[src/spd_pkg.sv]
// ----------------------------------------------------------------------------
// spd_pkg: swing peak detector shared definitions
// Field widths, register reset values, register codes and the default
// sample width used by the swing peak detector.
// ----------------------------------------------------------------------------
package spd_pkg;

   // field widths fixed by the interface
   localparam int ACCEL_W    = 16;
   localparam int TIME_W     = 32;
   localparam int SWING_W    = 32;
   localparam int PEAK_OUT_W = 16;
   localparam int CSR_DATA_W = 16;
   localparam int CSR_IDX_W  = 1;
   localparam int MAG_SQ_W   = 32;

   // threshold squarer runs one bit of the threshold per cycle
   localparam int THR_W     = 16;
   localparam int HOLD_W    = 16;
   localparam int THR_CNT_W = $clog2(THR_W + 1);

   // default sample width
   localparam int SAMPLE_BITS_DEFAULT = 16;

   typedef logic [MAG_SQ_W-1:0]   mag_sq_type;
   typedef logic [TIME_W-1:0]     time_type;
   typedef logic [SWING_W-1:0]    swing_type;
   typedef logic [PEAK_OUT_W-1:0] peak_out_type;
   typedef logic [THR_W-1:0]      thr_type;
   typedef logic [HOLD_W-1:0]     hold_type;
   typedef logic [THR_CNT_W-1:0]  thr_cnt_type;

   // register reset values: 1.5 g threshold, 40 ms hold-off
   localparam thr_type    THR_RESET    = thr_type'(3072);
   localparam hold_type   HOLD_RESET   = hold_type'(40);
   localparam mag_sq_type THR_SQ_RESET = mag_sq_type'(3072 * 3072);

   // register indexes
   typedef enum logic [CSR_IDX_W-1:0] {
      CSR_THRESHOLD = 1'b0,
      CSR_HOLDOFF   = 1'b1
   } csr_index_type;

endpackage

[src/spd_isqrt.sv]
// ----------------------------------------------------------------------------
// spd_isqrt: digit-serial integer square root
// Restoring square root, two radicand bits in and one root bit out per
// cycle. Gives floor(sqrt(value)) and raises done when the root is ready.
// ----------------------------------------------------------------------------
module spd_isqrt #(
   parameter int ROOT_W = 16
) (
   input  logic                  clock,
   input  logic                  reset,
   input  logic                  start,
   input  logic [2*ROOT_W-1:0]   value,
   output logic                  done,
   output logic [ROOT_W-1:0]     root
);

   localparam int VAL_W = 2 * ROOT_W;
   localparam int REM_W = ROOT_W + 2;
   localparam int WRK_W = REM_W + 2;
   localparam int CNT_W = $clog2(ROOT_W + 1);

   logic [VAL_W-1:0]  val_ff, val_in;
   logic [REM_W-1:0]  rem_ff, rem_in;
   logic [ROOT_W-1:0] root_ff, root_in;
   logic [CNT_W-1:0]  cnt_ff, cnt_in;
   logic              done_ff, done_in;

   logic [WRK_W-1:0]  rem_sh;
   logic [WRK_W-1:0]  trial;
   logic [WRK_W-1:0]  diff;
   logic              fit;

   // one root digit per cycle
   always_comb begin
      rem_sh = {rem_ff, val_ff[VAL_W-1 -: 2]};
      trial  = {2'b00, root_ff, 2'b01};
      diff   = rem_sh - trial;
      fit    = (rem_sh >= trial);

      val_in  = val_ff;
      rem_in  = rem_ff;
      root_in = root_ff;
      cnt_in  = cnt_ff;
      done_in = 1'b0;

      if (start) begin
         val_in  = value;
         rem_in  = '0;
         root_in = '0;
         cnt_in  = CNT_W'(ROOT_W);
      end else if (cnt_ff != '0) begin
         val_in  = {val_ff[VAL_W-3:0], 2'b00};
         rem_in  = fit ? diff[REM_W-1:0] : rem_sh[REM_W-1:0];
         root_in = {root_ff[ROOT_W-2:0], fit};
         cnt_in  = cnt_ff - 1'b1;
         done_in = (cnt_ff == CNT_W'(1));
      end
   end

   // datapath registers
   always_ff @(posedge clock) begin
      val_ff  <= val_in;
      rem_ff  <= rem_in;
      root_ff <= root_in;
   end

   // control registers
   always_ff @(posedge clock) begin
      if (reset) begin
         cnt_ff  <= '0;
         done_ff <= 1'b0;
      end else begin
         cnt_ff  <= cnt_in;
         done_ff <= done_in;
      end
   end

   assign done = done_ff;
   assign root = root_ff;

endmodule

[src/swing_peak_detector.sv]
// ----------------------------------------------------------------------------
// swing_peak_detector: threshold peak detector with hold-off
// Squares each accelerometer sample bit-serially, compares the squared
// magnitude with the squared threshold, tracks the swing peak and reports
// the swing number and the root of the peak once the hold-off has passed.
// ----------------------------------------------------------------------------
//
//   channel  direction  handshake             word
//   req_     in         req_valid/req_stall   accel_x, accel_y, accel_z, time_ms
//   rsp_     out        rsp_valid/rsp_stall   swing_number, peak_counts
//   csr_     in         csr_write             csr_index, csr_data
//
// a sample passes the bit-serial squarer in the square state, then the
// decide state
// a sample that ends a swing then passes the root state, where the
// digit-serial square root runs, and the done state
// a threshold write holds req_stall high while the threshold is squared
// a finished word waits in the output register; the next sample is taken
// meanwhile, and rsp_stall holds the word in place
// reset is synchronous and leaves the registers at 1.5 g and 40 ms
// ----------------------------------------------------------------------------
module swing_peak_detector #(
   parameter int SAMPLE_BITS = spd_pkg::SAMPLE_BITS_DEFAULT
) (
   input  logic                              clock,
   input  logic                              reset,

   input  logic                              req_valid,
   output logic                              req_stall,
   input  logic signed [spd_pkg::ACCEL_W-1:0] req_accel_x,
   input  logic signed [spd_pkg::ACCEL_W-1:0] req_accel_y,
   input  logic signed [spd_pkg::ACCEL_W-1:0] req_accel_z,
   input  logic [spd_pkg::TIME_W-1:0]        req_time_ms,

   output logic                              rsp_valid,
   input  logic                              rsp_stall,
   output logic [spd_pkg::SWING_W-1:0]       rsp_swing_number,
   output logic [spd_pkg::PEAK_OUT_W-1:0]    rsp_peak_counts,

   input  logic                              csr_write,
   input  logic [spd_pkg::CSR_IDX_W-1:0]     csr_index,
   input  logic [spd_pkg::CSR_DATA_W-1:0]    csr_data
);

   localparam int PEAK_W = 2 * SAMPLE_BITS;
   localparam int CNT_W  = $clog2(SAMPLE_BITS + 1);
   localparam int LANES  = 3;

   typedef logic [SAMPLE_BITS-1:0] sample_type;
   typedef logic [PEAK_W-1:0]      peak_type;

   typedef enum logic [2:0] {
      ST_IDLE,
      ST_SQUARE,
      ST_DECIDE,
      ST_ROOT,
      ST_DONE
   } state_type;

   // configuration
   spd_pkg::thr_type     thr_ff, thr_in;
   spd_pkg::thr_type     thr_sh_ff, thr_sh_in;
   spd_pkg::mag_sq_type  thr_sq_ff, thr_sq_in;
   spd_pkg::thr_cnt_type thr_cnt_ff, thr_cnt_in;
   spd_pkg::hold_type    hold_ff, hold_in;

   // sample squarer
   sample_type           mc_ff [LANES];
   sample_type           mc_in [LANES];
   sample_type           sh_ff [LANES];
   sample_type           sh_in [LANES];
   sample_type           raw   [LANES];
   sample_type           mag   [LANES];
   peak_type             acc_ff, acc_in;
   logic [CNT_W-1:0]     sq_cnt_ff, sq_cnt_in;
   spd_pkg::time_type    time_ff, time_in;

   // swing state
   state_type            state_ff, state_in;
   logic                 in_swing_ff, in_swing_in;
   peak_type             peak_ff, peak_in;
   spd_pkg::time_type    last_above_ff, last_above_in;
   spd_pkg::swing_type   total_ff, total_in;
   spd_pkg::swing_type   pend_swing_ff, pend_swing_in;

   // output register
   logic                 rsp_valid_ff, rsp_valid_in;
   spd_pkg::swing_type   rsp_swing_ff, rsp_swing_in;
   spd_pkg::peak_out_type rsp_peak_ff, rsp_peak_in;

   // decision terms
   spd_pkg::mag_sq_type  mag_sq;
   spd_pkg::time_type    gap;
   logic                 above;
   logic                 starting;
   logic                 swing_mid;
   logic                 end_hit;
   peak_type             peak_mid;
   spd_pkg::swing_type   total_mid;

   logic                 req_accept;
   logic                 out_free;
   logic                 root_start;
   logic                 root_done;
   sample_type           root_value;

   assign req_stall  = (state_ff != ST_IDLE) || (thr_cnt_ff != '0);
   assign req_accept = req_valid && !req_stall;
   assign out_free   = !rsp_valid_ff || !rsp_stall;

   // low sample bits of each axis
   assign raw[0] = req_accel_x[SAMPLE_BITS-1:0];
   assign raw[1] = req_accel_y[SAMPLE_BITS-1:0];
   assign raw[2] = req_accel_z[SAMPLE_BITS-1:0];

   // configuration writes and the bit-serial threshold squarer
   always_comb begin
      thr_in     = thr_ff;
      hold_in    = hold_ff;
      thr_sh_in  = thr_sh_ff;
      thr_sq_in  = thr_sq_ff;
      thr_cnt_in = thr_cnt_ff;

      if (thr_cnt_ff != '0) begin
         thr_sq_in  = {thr_sq_ff[spd_pkg::MAG_SQ_W-2:0], 1'b0}
                    + (thr_sh_ff[spd_pkg::THR_W-1] ? spd_pkg::mag_sq_type'(thr_ff) : '0);
         thr_sh_in  = {thr_sh_ff[spd_pkg::THR_W-2:0], 1'b0};
         thr_cnt_in = thr_cnt_ff - 1'b1;
      end

      if (csr_write) begin
         case (spd_pkg::csr_index_type'(csr_index))
            spd_pkg::CSR_THRESHOLD: begin
               thr_in     = spd_pkg::thr_type'(csr_data);
               thr_sh_in  = spd_pkg::thr_type'(csr_data);
               thr_sq_in  = '0;
               thr_cnt_in = spd_pkg::thr_cnt_type'(spd_pkg::THR_W);
            end
            spd_pkg::CSR_HOLDOFF: begin
               hold_in = spd_pkg::hold_type'(csr_data);
            end
            default: begin
               hold_in = hold_ff;
            end
         endcase
      end
   end

   // magnitude of each axis, then one multiplier bit per cycle
   always_comb begin
      for (int i = 0; i < LANES; i++) begin
         mag[i]   = raw[i][SAMPLE_BITS-1] ? (~raw[i] + 1'b1) : raw[i];
         mc_in[i] = mc_ff[i];
         sh_in[i] = sh_ff[i];
      end
      acc_in    = acc_ff;
      sq_cnt_in = sq_cnt_ff;
      time_in   = time_ff;

      if (req_accept) begin
         for (int i = 0; i < LANES; i++) begin
            mc_in[i] = mag[i];
            sh_in[i] = mag[i];
         end
         acc_in    = '0;
         sq_cnt_in = CNT_W'(SAMPLE_BITS);
         time_in   = req_time_ms;
      end else if (sq_cnt_ff != '0) begin
         acc_in = {acc_ff[PEAK_W-2:0], 1'b0}
                + (sh_ff[0][SAMPLE_BITS-1] ? peak_type'(mc_ff[0]) : '0)
                + (sh_ff[1][SAMPLE_BITS-1] ? peak_type'(mc_ff[1]) : '0)
                + (sh_ff[2][SAMPLE_BITS-1] ? peak_type'(mc_ff[2]) : '0);
         for (int i = 0; i < LANES; i++) begin
            sh_in[i] = {sh_ff[i][SAMPLE_BITS-2:0], 1'b0};
         end
         sq_cnt_in = sq_cnt_ff - 1'b1;
      end
   end

   // threshold compare, peak update and hold-off check
   always_comb begin
      mag_sq    = spd_pkg::mag_sq_type'(acc_ff);
      above     = (mag_sq >= thr_sq_ff);
      starting  = above && !in_swing_ff;
      swing_mid = in_swing_ff || above;
      total_mid = starting ? (total_ff + 1'b1) : total_ff;
      if (starting || (above && (acc_ff > peak_ff))) begin
         peak_mid = acc_ff;
      end else begin
         peak_mid = peak_ff;
      end
      gap     = time_ff - last_above_ff;
      end_hit = swing_mid && (above ? (hold_ff == '0)
                                    : (gap >= spd_pkg::time_type'(hold_ff)));
   end

   assign root_start = (state_ff == ST_DECIDE) && end_hit;

   // sequencer and swing state
   always_comb begin
      state_in      = state_ff;
      in_swing_in   = in_swing_ff;
      peak_in       = peak_ff;
      last_above_in = last_above_ff;
      total_in      = total_ff;
      pend_swing_in = pend_swing_ff;
      rsp_valid_in  = rsp_valid_ff && rsp_stall;
      rsp_swing_in  = rsp_swing_ff;
      rsp_peak_in   = rsp_peak_ff;

      case (state_ff)
         ST_IDLE: begin
            if (req_accept) begin
               state_in = ST_SQUARE;
            end
         end
         ST_SQUARE: begin
            if (sq_cnt_ff == CNT_W'(1)) begin
               state_in = ST_DECIDE;
            end
         end
         ST_DECIDE: begin
            total_in = total_mid;
            if (above) begin
               last_above_in = time_ff;
            end
            if (end_hit) begin
               in_swing_in   = 1'b0;
               peak_in       = '0;
               pend_swing_in = total_mid;
               state_in      = ST_ROOT;
            end else begin
               in_swing_in = swing_mid;
               peak_in     = peak_mid;
               state_in    = ST_IDLE;
            end
         end
         ST_ROOT: begin
            if (root_done) begin
               state_in = ST_DONE;
            end
         end
         ST_DONE: begin
            if (out_free) begin
               rsp_valid_in = 1'b1;
               rsp_swing_in = pend_swing_ff;
               rsp_peak_in  = spd_pkg::peak_out_type'(root_value);
               state_in     = ST_IDLE;
            end
         end
         default: begin
            state_in = ST_IDLE;
         end
      endcase
   end

   // datapath registers
   always_ff @(posedge clock) begin
      for (int i = 0; i < LANES; i++) begin
         mc_ff[i] <= mc_in[i];
         sh_ff[i] <= sh_in[i];
      end
      acc_ff        <= acc_in;
      time_ff       <= time_in;
      thr_sh_ff     <= thr_sh_in;
      pend_swing_ff <= pend_swing_in;
   end

   // configuration registers
   always_ff @(posedge clock) begin
      if (reset) begin
         thr_ff     <= spd_pkg::THR_RESET;
         hold_ff    <= spd_pkg::HOLD_RESET;
         thr_sq_ff  <= spd_pkg::THR_SQ_RESET;
         thr_cnt_ff <= '0;
      end else begin
         thr_ff     <= thr_in;
         hold_ff    <= hold_in;
         thr_sq_ff  <= thr_sq_in;
         thr_cnt_ff <= thr_cnt_in;
      end
   end

   // state and registered outputs
   always_ff @(posedge clock) begin
      if (reset) begin
         state_ff      <= ST_IDLE;
         sq_cnt_ff     <= '0;
         in_swing_ff   <= 1'b0;
         peak_ff       <= '0;
         last_above_ff <= '0;
         total_ff      <= '0;
         rsp_valid_ff  <= 1'b0;
      end else begin
         state_ff      <= state_in;
         sq_cnt_ff     <= sq_cnt_in;
         in_swing_ff   <= in_swing_in;
         peak_ff       <= peak_in;
         last_above_ff <= last_above_in;
         total_ff      <= total_in;
         rsp_valid_ff  <= rsp_valid_in;
      end
      rsp_swing_ff <= rsp_swing_in;
      rsp_peak_ff  <= rsp_peak_in;
   end

   // square root of the swing peak
   spd_isqrt #(
      .ROOT_W (SAMPLE_BITS)
   ) u_isqrt (
      .clock (clock),
      .reset (reset),
      .start (root_start),
      .value (peak_mid),
      .done  (root_done),
      .root  (root_value)
   );

   assign rsp_valid        = rsp_valid_ff;
   assign rsp_swing_number = rsp_swing_ff;
   assign rsp_peak_counts  = rsp_peak_ff;

   // squarer runs exactly while in the square state
   a_square_count: assert property (@(posedge clock) disable iff (reset)
      (state_ff == ST_SQUARE) == (sq_cnt_ff != '0))
      else $error("squarer count out of step with sequencer");

   // root finishes only while the sequencer waits for it
   a_root_done: assert property (@(posedge clock) disable iff (reset)
      root_done |-> (state_ff == ST_ROOT))
      else $error("square root finished outside root state");

   // a new word comes only from the done state
   a_word_source: assert property (@(posedge clock) disable iff (reset)
      $rose(rsp_valid_ff) |-> $past(state_ff == ST_DONE))
      else $error("result word loaded outside done state");

   // a reported swing has been closed and its peak cleared
   a_swing_closed: assert property (@(posedge clock) disable iff (reset)
      $rose(rsp_valid_ff) |-> (!in_swing_ff && (peak_ff == '0)))
      else $error("swing still open when its word is reported");

   // no sample is taken while the threshold square is being formed
   a_thr_busy: assert property (@(posedge clock) disable iff (reset)
      (thr_cnt_ff != '0) |-> (state_ff == ST_IDLE) || (state_ff == ST_DONE)
                             || $past(csr_write))
      else $error("sample in flight while threshold square is rebuilt");

endmodule

[config.mk]
export PLATFORM = sky130hd
export DESIGN_NAME = swing_peak_detector
export DESIGN_NICKNAME = d
export VERILOG_FILES = /design/src/spd_pkg.sv /design/src/spd_isqrt.sv /design/src/swing_peak_detector.sv
export SDC_FILE = /design/constraint.sdc
export NUM_CORES = 1
export LEC_CHECK = 0
export ABC_AREA = 0
export ABC_CLOCK_PERIOD_IN_PS = 5900
export BUFFER_PORTS_ARGS = -buffer_cell sky130_fd_sc_hd__buf_2
export CAP_MARGIN = 20
export CORE_UTILIZATION = 40
export DETAILED_ROUTE_END_ITERATION = 7
export PLACE_DENSITY = 0.55
export RECOVER_POWER = 25
export SYNTH_ARGS = -nofsm -noshare
export SYNTH_HDL_FRONTEND = slang
export SYNTH_SLANG_ARGS = --single-unit
[constraint.sdc]
create_clock -name clock -period 5.9 [get_ports clock]
set_input_delay 0.885 -clock clock [delete_from_list [all_inputs] [get_ports clock]]
set_output_delay 0.885 -clock clock [all_outputs]
set_load 0.03 [all_outputs]
==> Yosys cells after proc, flatten, opt, wreduce, memory -nomap -nowiden <==
Memories as Yosys holds them, arrays and structs flattened.
Cells that the tools add are included.
{ "op_classes": {"div": 0, "eq_ne": 10, "magnitude_cmp": 4, "n_shift": 0, "add_sub_neg": 13, "reduce_logical": 31, "n_bitwise": 5, "n_mul": 0, "n_mux": 39} }
{ "ops": {"columns": ["op", "n"], "rows": [
  ["$mux W32", 8],
  ["$mux W16", 10],
  ["$mux W48", 3],
  ["$add A32 B16 Y32", 4],
  ["$add A16 B1 Y16 const B", 3],
  ["$not A16 Y16", 3],
  ["$mux W5", 7],
  ["$add A32 B1 Y32 const B", 1],
  ["$ge A32 B16 Y1", 1],
  ["$ge A32 B32 Y1", 1],
  ["$gt A32 B32 Y1", 1],
  ["$sub A32 B32 Y32", 1],
  ["$ge A20 B18 Y1", 1],
  ["$mux W18", 1],
  ["$sub A18 B18 Y18", 1],
  ["$logic_not A16 Y1", 1],
  ["$pmux W3 S5", 1],
  ["$reduce_bool A5 Y1", 3],
  ["$sub A5 B1 Y5 const B", 3],
  ["$mux W3", 4],
  ["$eq A5 B1 Y1 const B", 2],
  ["$reduce_and A2 Y1", 5],
  ["$eq A3 B2 Y1 const B", 2],
  ["$logic_and A1 B1 Y1", 6],
  ["15 further kinds", 29]
]} }
{ "totals": {"word_cells": 128, "mem_count": 2, "register_bits": 407, "mem_bits_rw": 96, "in_bits": 102, "rom_bits": 0, "output_inout_bits": 50, "latch_bits": 0} }
{ "memory_table": {"columns": ["memory", "depth", "word_bits", "rd", "rd_clocked_by_memory_dff", "wr", "line", "text"], "rows": [
  ["mc_ff", 3, 16, 3, 0, 3, "swing_peak_detector.sv:68", "sample_type mc_ff [LANES];"],
  ["sh_ff", 3, 16, 3, 0, 3, "swing_peak_detector.sv:70", "sample_type sh_ff [LANES];"]
]} }

==> Longest topological paths before layout <==
Gate-level depths: netlist (run 1).
{ "logic_depth": {"depth_word": 6, "depth_mapped": 23, "mapped_depth_nobuf": 21} }

==> By module <==
A second synthesis (run 1) with hierarchy kept.
{ "hier_totals": {"cells_unflattened": 2943, "area_unflattened_um2": 27970.6} }
{ "by_module_without_submodules": {"columns": ["mod", "instances", "cells_per_inst", "area_each_um2"], "rows": [
  ["swing_peak_detector", 1, 2548, 24040.6],
  ["spd_isqrt", 1, 395, 3930.0]
]} }

==> Worst setup path before layout (run 1) <==
No wires, ideal clock.
{ "synth_timing": {"path_type": "register -> register", "startpoint": "register thr_cnt_ff[0] (netlist name)", "endpoint": "memory mc_ff[0][0] in the netlist's numbering, enable pin", "stages_incl_launch_ff": 11, "arrival_ns": 4.388, "required_ns": 5.425, "slack_ns": 1.037, "period_less_slack_ns": 4.863, "cell_sequence": "dfxtp_1 inv_1 ha_1 nand2_1 or2_2 clkbuf_1 nor4_1 nand2_1 clkinv_1 clkbuf_1 buf_1"} }
{ "synth_lines": {"columns": ["item", "line"], "rows": [
  ["to (decl)", "swing_peak_detector.sv:68"]
]} }

==> Worst setup path after layout (run 1) <==
{ "layout_timing": {"startpoint": "register time_ff[4]", "endpoint": "register pend_swing_ff[16], enable pin"} }
{ "layout_via": {"elab_chain_cells": 5} }
{ "layout_lines": {"columns": ["item", "line", "text"], "rows": [
  ["from (decl)", "swing_peak_detector.sv:76", "spd_pkg::time_type time_ff, time_in;"],
  ["from (signal assigned)", "swing_peak_detector.sv:264", "time_ff <= time_in;"],
  ["$sub A32 B32 Y32", "swing_peak_detector.sv:192", "gap = time_ff - last_above_ff;"],
  ["$ge A32 B16 Y1", "swing_peak_detector.sv:194", ": (gap >= spd_pkg::time_type'(hold_ff)));"],
  ["$mux W1", "swing_peak_detector.sv:193", "end_hit = swing_mid && (above ? (hold_ff == '0)"],
  ["$logic_and A1 B1 Y1", "swing_peak_detector.sv:193", null],
  ["$reduce_and A2 Y1 (no source line)", null, null],
  ["to (signal assigned)", "swing_peak_detector.sv:266", "pend_swing_ff <= pend_swing_in;"],
  ["to (decl)", "swing_peak_detector.sv:84", "spd_pkg::swing_type pend_swing_ff, pend_swing_in;"]
]} }
Every way passes these cells.
A chain may end at the register's enable or synchronous reset.

==> results of run 1 <==
==> final cells by class <==
| type | instances | area (µm²) | area share |
|---|---|---|---|
| Clock buffer | 68 | 1490 | 0.0484 |
| Clock inverter | 38 | 526 | 0.0171 |
| Inverter | 177 | 667 | 0.0217 |
| Multi-Input combinational cell | 2105 | 13500 | 0.440 |
| Sequential cell | 503 | 12500 | 0.406 |
| Tap cell | 873 | 1090 | 0.0355 |
| Timing Repair Buffer | 177 | 970 | 0.0315 |
==> state kept, by name, indices dropped and copies added (netlist names), 18 cells and up <==
register          flops
last_above_ff        32
pend_swing_ff        32
time_ff              32
acc_ff               32
peak_ff              32
mc_ff                48
u_isqrt.rem_ff       18
sh_ff                48
thr_sq_ff            32
rsp_swing_number     32
u_isqrt.val_ff       32
total_ff             32
==> routing by layer <==
metal	GRT usage	vias up
li1	-	10310
met1	0.222	9498
met4	0.0655	0
met3	0.0224	108
met2	0.316	331
met5	0	-
==> worst max-delay path, delay by kind of cell (launching register included) <==
kind                     cells  cell delay (ns)
flip-flops                   1             0.39
adder cells (fa/ha/maj)      2             0.66
AND/OR/NAND/NOR              6             1.10
XOR/XNOR                     1             0.10
buffers and inverters        2             0.94
AO/OA/AOI/OAI                9             1.51
==> metrics by stage <==
| step | utilization | cells |
|---|---|---|
| after CTS | 0.459 | 3941 |
| after global routing | 0.458 | 3941 |
| after detailed placement | 0.429 | 3835 |
| final | 0.458 | 3941 |
| after global placement | 0.428 | 3834 |
| after floorplan | - | 2904 |
==> cells by family after synthesis <==
| logic type | synth area share |
|---|---|
| DFF | 0.461 |
| xor gates and xnor gates | 0.0631 |
| adders and majority gates | 0.105 |
| buffers and inverters | 0.0422 |
| and+or+nand+nor | 0.175 |
| AOI/OAI and AO/OA | 0.133 |
| muxes | 0.0217 |
==> layout by cell type (no fill, tap or decap), drive strengths merged, types with 37 or more instances in the layout <==
| cell | n |
|---|---|
| dfxtp | 263 |
| o21ai | 169 |
| a211oi | 38 |
| nand3 | 48 |
| nor2 | 215 |
| mux2 | 37 |
| clkbuf | 83 |
| ha | 172 |
| nand2 | 497 |
| edfxtp | 240 |
| xnor2 | 134 |
| buf | 162 |
| and2 | 74 |
| a21oi | 235 |
| inv | 179 |
| xor2 | 61 |
| a21o | 42 |
| nor3 | 55 |
==> power by group through the flow <==
stage / logic, mW / registers [mW] / clock network, mW
global placement: 7.85 / 5.66 / 0
floorplan: 6.35 / 5.43 / 0
detailed placement: 8.07 / 5.68 / 0
global route: 9.17 / 5.72 / 4.00
CTS: 8.12 / 5.61 / 3.87
finish: 8.07 / 5.59 / 3.77
==> worst min path at each step <==
| stage | slack, ns | endpoint | start | cells after the start |
|---|---|---|---|---|
| 5_1_grt | 0.41 | time_ff[12]$_DFFE_PP_ | req_time_ms[12] | 1 |
| 4_1_cts | 0.40 | time_ff[13]$_DFFE_PP_ | req_time_ms[13] | 1 |
| 2_1_floorplan | 0.40 | rsp_swing_number[0]$_DFFE_PP_ | pend_swing_ff[0]$_DFFE_PN_ | 0 |
| 3_5_place_dp | 0.40 | rsp_swing_number[12]$_DFFE_PP_ | pend_swing_ff[12]$_DFFE_PN_ | 0 |
| 6_report | 0.42 | rsp_swing_number[19]$_DFFE_PP_ | pend_swing_ff[19]$_DFFE_PN_ | 0 |
| 3_3_place_gp | 0.40 | rsp_swing_number[25]$_DFFE_PP_ | pend_swing_ff[25]$_DFFE_PN_ | 0 |
==> run summary, run 1 <==
The tree is rooted in a clkbuf_16. The internal power came out at 10.5 mW. Startpoint of the most critical setup path: time_ff[4]$_DFFE_PP_. The power after layout is 17.4 mW.

The number of setup buffers added after CTS is 0. Data arrives at the worst endpoint at 5.35 ns. In this run the static leakage power is 11.9 nW.

Routed length on met2: 30.4 mm. The signal on the critical path passes through ha_1 -> a21o_1 -> or3_1 -> o21ai_1 -> o21ai_0 -> a21oi_1 -> xnor2_1 -> ha_1 -> a21oi_1 -> nand2_1 -> nor2_1 -> a21oi_1 -> a31oi_1 -> o211ai_1 -> and4b_1 -> and4bb_1 -> and3_1 -> a31oi_4 -> buf_4 -> buf_4. The share of final-layout standard cells stronger than drive strength 1 was 0.102; the combinational fraction of design power was 0.463. The clock network power share was 0.216. The most instantiated library cell after synthesis is nand2_1. The cell area that synthesis handed to floorplanning was 27100 µm². The vertical die dimension is 262 µm. The run gives -1.25 as the remaining max-slew budget at the tightest pin.

The detail-routed via count per cell works out to 5.14. The number of antenna violations at the first check in global routing came out at 0. Buffers inserted to repair hold after CTS numbered 0. Across all register-to-register paths, the minimum setup slack is 0.84 ns. After routing the design area is 30700 µm². The met3 wire length was 2.09 mm. The detail route stage leaves a number of antenna-violating nets equal to 0. Counting flops with a built-in enable in the synthesized netlist gives 240. Worst flop-to-flop path endpoint: pend_swing_ff[16]$_DFFE_PN_. The share of the clock period used by the worst path after layout is 0.857. The flow ran to the end, but the final reports show violations. The initial core utilization was 0.404; the largest driver fanout on the critical path was 43. The clock period could shrink to 5.06 ns.

The detailed-router iteration count before antenna repair was 5; the gate count of the mapped netlist was 2904. Among all stages on the critical path, the largest delay is contributed by buf_4. In the synthesized netlist, the cells that appear most often are 497 x nand2_1, 263 x dfxtp_1, 240 x edfxtp_1.

The number of synthesis warnings came out at 0. The total area inside the core boundary comes to 67000 µm². In this run the count of I/O pins placed on the die edge is 152.

Data on the critical path is required at its endpoint by 6.19 ns. Row generation in the floorplan step produced 95 rows. The detailed router finished its first iteration with 1005 violations. The run gives 19748 as the via count of the first global-routing pass.

The logs give 2 for the count of H-tree levels built during CTS and 0.878 for the routability congestion estimate from global placement. In this run, CTS created clock tree buffers numbering 57. Setup repair after global routing left no endpoint under its margin.

TritonCTS built the clock tree. The largest area contributor in the synthesized netlist is edfxtp_1. The number of inserted diodes came out at 0.

The detailed-placement wirelength estimate was 45.5 mm. The area fraction of the dominant cell type after synthesis is 0.266. Dividing total power by cell area gives a power density of 567 nW/µm². The largest single stage delay on the critical path is 0.47 ns. Final-layout worst hold slack: 0.416 ns. Across all layers, the routed design uses 20247 vias. On the final layout, the worst clock skew is 0.0320 ns. The first global-routing pass estimated 99.8 mm of wire. Among all flip-flop cells after synthesis, the most frequent one is dfxtp_1. The floorplan die width was 262 µm.

The number of buffers inserted by port buffering was 151; the sequential share of the synthesized area was 0.461. The clock edge transition at the registers on the reported setup and hold paths came out at 0.06 ns. The number of buffers between clock root and the deepest sink is 3, and the per-instance average area after synthesis is 9.32 µm². STA classifies the critical path startpoint as a register. The uppermost layer routed is met4.

The logs give 0 for the number of failing hold endpoints at the final stage and 0 for the overall overflow remaining after global route. Sorting the synthesized cells by area gives the leading types as edfxtp_1 27%, dfxtp_1 19%, ha_1 8.0%. The worst voltage drop across the vdd grid is 307 µV, and the top achievable clock speed is 198 MHz. In the post-route analysis, the smallest setup slack over all paths is 0.841 ns. At the placement stage, the worst setup path has a slack of 0.857 ns. The run gives 73 as the number of distinct library cell variants in the gate-level netlist after synthesis. For the overall routing resource usage, the log shows 0.179.

STA classifies the critical path endpoint as a register. The switching part of the total is 0.396, and the switching power of the nets is 6.90 mW. Type of the tightest min-delay check: register to register. The final layout net count is 3329, and the number of gates resized after CTS is 0. Max-cap violations in this run came to 3. For the worst flop-to-flop path, the logic depth is 20.

Counting the fill cells in the layout gives 6460. Critical register-to-register path startpoint: time_ff[4]$_DFFE_PP_. Register share of total power: 0.321. The worst setup path is of the register to register kind.

In this run the worst setup path terminates at pend_swing_ff[16]$_DFFE_PN_. The post-synthesis register bit count was 503; the source-to-sink clock delay at the later pin of the worst-skew pair was 0.64 ns. Entering global routing, the biggest net connects 74 pins.

Setup violations remaining at the end of the flow were counted as 0. The final layout contains routed wiring with a total length of 62.2 mm. The detail-routed net length per standard cell came out at 15.8 µm. The run gives 178 as the total count of max-transition violations in the final report. The post-synthesis net count is 3212, and the transition time at the pin with the least slew margin is 3.38 ns. The clock net in this run drives a total of 503 sinks. The die footprint is 68700 µm². The final reports fail on capacitance limit, slew limit. After detailed routing, the number of remaining DRC violations is 0. The final total negative setup slack came out at 0 ns. Share of flip-flops with an asynchronous set or reset after synthesis: 0. Counting stages on the worst path, the most repeated cell is a21oi_1. Area growth from synthesis to final layout: 13.5%. Summing all placed instances gives a cell area of 28800 µm². For the length of routed wiring on met1, the log shows 27.6 mm.
Note: power is estimated with default switching activity, not from simulation.
==> run 2: changes to the inputs <==
--- a/config.mk
+++ b/config.mk
@@ -9,9 +9,9 @@
 export ABC_CLOCK_PERIOD_IN_PS = 5900
 export BUFFER_PORTS_ARGS = -buffer_cell sky130_fd_sc_hd__buf_2
 export CAP_MARGIN = 20
-export CORE_UTILIZATION = 40
+export CORE_UTILIZATION = 35
 export DETAILED_ROUTE_END_ITERATION = 7
-export PLACE_DENSITY = 0.55
+export PLACE_DENSITY = 0.5
 export RECOVER_POWER = 25
 export SYNTH_ARGS = -nofsm -noshare
 export SYNTH_HDL_FRONTEND = slang
==> run 2 against run 1 <==
The run still ends with capacitance limit, slew limit left. Power is 0.89% higher. Count of clock-buffer cells in the layout is 13 higher. Global-route usage is 1.5 points lower. Cell count is 4.2% higher. Sequential cell count stayed put. Cell area is 1.1% higher. Critical path type unchanged. Clock power is 5% higher.
==> run summary, run 2 (synthesis results as in run 1) <==
The run gives 17.6 mW as the power after layout. The worst voltage drop across the vdd grid was 298 µV. The number of sinks handled by clock tree synthesis was 503.

Setup repair after global routing left no endpoint under its margin. The vertical die dimension is 280 µm. Detail-routed net length per standard cell: 15.7 µm. STA classifies the critical path endpoint as a register. The detailed-placement wirelength estimate came out at 47.0 mm. The initial core utilization came out at 0.355.

The largest registers in the layout are mc_ff: 48 flops, sh_ff: 48 flops. The run gives 5.31 ns as the endpoint arrival time on the critical path. The tools report the number of failing hold endpoints at the final stage as 0.

The number of antenna diodes in the final layout is 0. Clock tree synthesis selected as its root buffer the cell clkbuf_16. The share of the clock period used by the worst path after layout was 0.854. The total overflow left after global routing is 0. Total leakage power: 12.0 nW. The worst register-to-register path begins at time_ff[0]$_DFFE_PP_. The library cells used most frequently in the layout, excluding fill and tap cells, are 494 x nand2_1, 263 x dfxtp_1, 240 x edfxtp_1.

The detail route stage leaves a number of antenna-violating nets equal to 0. Worst flop-to-flop path endpoint: u_isqrt.val_ff[30]$_DFFE_PP_. The final reports fail on capacitance limit, slew limit. For the worst-skew pair, the clock arrives at the later sink with an insertion delay of 0.62 ns. Entering global routing, the biggest net connects 75 pins.

The run gives 198 MHz as the top achievable clock speed. Measured along the x axis, the die boundary spans 280 µm. Final hold analysis gives a worst-case slack of 0.415 ns.

The largest driver fanout on the critical path was 32; the routability congestion estimate from global placement was 0.856. OpenSTA, run right after detailed placement, puts the worst setup slack at 0.909 ns. For the worst endpoint required time, the log shows 6.17 ns.

The logs give 3 for the total of max-cap violations and 0 for the number of buffers inserted for hold repair after clock tree synthesis. Dividing the detail-routed via count by the number of cells gives 4.95. The final critical-path required period is 5.04 ns, and the count of placed standard cells including taps is 3992. The final cell utilization of the core came out at 0.408. The first detailed-routing pass ran for 5 iterations. The transition time at the pin with the least slew margin was 3.20 ns; the overall routing resource usage was 0.164. The H-tree was split into 2 levels. The tools report the total placed instance area as 28900 µm². In the routed design, unresolved DRC markers number 0. The count of placed standard cells in the final layout, fillers left out was 4105; the number of gates resized after CTS was 0. Leaving out fill and tap cells, the most frequent cell in the layout is nand2_1.

After routing, the total negative slack on setup checks comes to 0 ns. For the remaining max-slew budget at the tightest pin, the log shows -1.13. For the via count of the first global-routing pass, the log shows 20124. In this run the most critical hold path is launched from pend_swing_ff[28]$_DFFE_PN_.

TritonCTS built the clock tree. The area growth from synthesis to final layout was 14.8%. In the final design database the tool counted 3332 nets. The clock arrives with 0.0159 ns of skew. The run gives 31100 µm² as the summed area of non-filler cells in the final layout. Pin placement for this block handled 152 I/O pins. Die footprint: 78500 µm². The nature of the critical path startpoint was a register.

In this run the power density over the cells is 566 nW/µm². For this block, the initial DRC count from the detailed router was 1154. The logs give 173 for the total count of max-transition violations in the final report and 20327 for the total number of vias. The run finished, with violations left. The worst path meets setup with 0.859 ns of slack. Clock-pin slew was measured on the worst setup and hold paths at 0.06 ns. The first global-routing pass estimated 105 mm of wire. The min-delay analysis places its worst path in the category register to register. The share of final-layout standard cells stronger than drive strength 1 is 0.106, and the number of setup buffers added after CTS is 0.

The total wire length was 64.3 mm. In this run, CTS created clock tree buffers numbering 59. Startpoint of the most critical setup path: time_ff[0]$_DFFE_PP_. The flop-to-flop setup slack was 0.86 ns. The tools report the standard-cell row count as 101. The depth of the worst register-to-register path works out to 22. The capture point of the worst path was u_isqrt.val_ff[30]$_DFFE_PP_. The setup-violating endpoint count in the final report is 0. The number of antenna violations at the first check in global routing was 0; the number of buffers inserted by port buffering was 151. In this run the standard cell core region covers 76200 µm².

For the number of buffers between clock root and the deepest sink, the log shows 3. The worst setup path is of the register to register kind.
## run 2: cell count changes in the layout (fill, tap and decap cells not counted), moves of 2 or more
| cell | before | now |
|---|---|---|
| bufinv_16 | 11 | 8 |
| clkbuf_16 | 57 | 65 |
| buf_4 | 20 | 17 |
| clkbuf_8 | 2 | 6 |
| clkinvlp_4 | 4 | 1 |
| buf_12 | 2 | 4 |
| inv_4 | 1 | 5 |
| clkinv_1 | 10 | 6 |
| inv_6 | 1 | 3 |
## run 2: power breakdown
part / total [mW] / switching (mW) / internal, mW
Combinational: 7.98 / 4.66 / 3.32
Clock: 3.97 / 1.53 / 2.44
Sequential: 5.64 / 0.738 / 4.90
## run 2: worst min path at each step
stage | endpoint | cells past startpoint | slack (ns)
floorplan | rsp_swing_number[0]$_DFFE_PP_ | 0 | 0.40
global placement | rsp_swing_number[28]$_DFFE_PP_ | 0 | 0.40
detailed placement | rsp_swing_number[26]$_DFFE_PP_ | 0 | 0.40
CTS | time_ff[24]$_DFFE_PP_ | 1 | 0.38
global route | time_ff[24]$_DFFE_PP_ | 1 | 0.39
finish | rsp_swing_number[28]$_DFFE_PP_ | 0 | 0.41
## run 2: final cells by class
class	instances	area (µm²)
multi-input cells	2105	13500
flip-flops and latches	503	12500
clock buffers	81	1750
repair buffers	178	985
well taps	1030	1290
inverters	177	667
clock inverters	31	410
fillers	7471	45100
## run 2: worst max-delay path: stages, from the launching register on
cell and delay, ns:
edfxtp_1 0.34, inv_1 0.05, ha_1 0.22, fa_1 0.41
nand2b_1 0.19, a21oi_1 0.26, o21a_1 0.22, a21oi_1 0.12
o21ai_0 0.25, xor2_1 0.19, ha_1 0.16, a21oi_1 0.05
nor2b_1 0.10, o21ai_0 0.10, o2111ai_1 0.11, a31oi_1 0.08
o211ai_1 0.11, and4b_1 0.21, and4bb_1 0.20, and3_1 0.21
a31oi_4 0.54, nand2b_1 0.19, buf_4 0.37
## run 2: layer usage
metal,vias up,track usage,wire (µm)
met5,-,0,0
met4,0,0.0460,1550
met3,87,0.0241,2330
met2,303,0.283,30800
met1,9605,0.212,29600
li1,10332,-,-
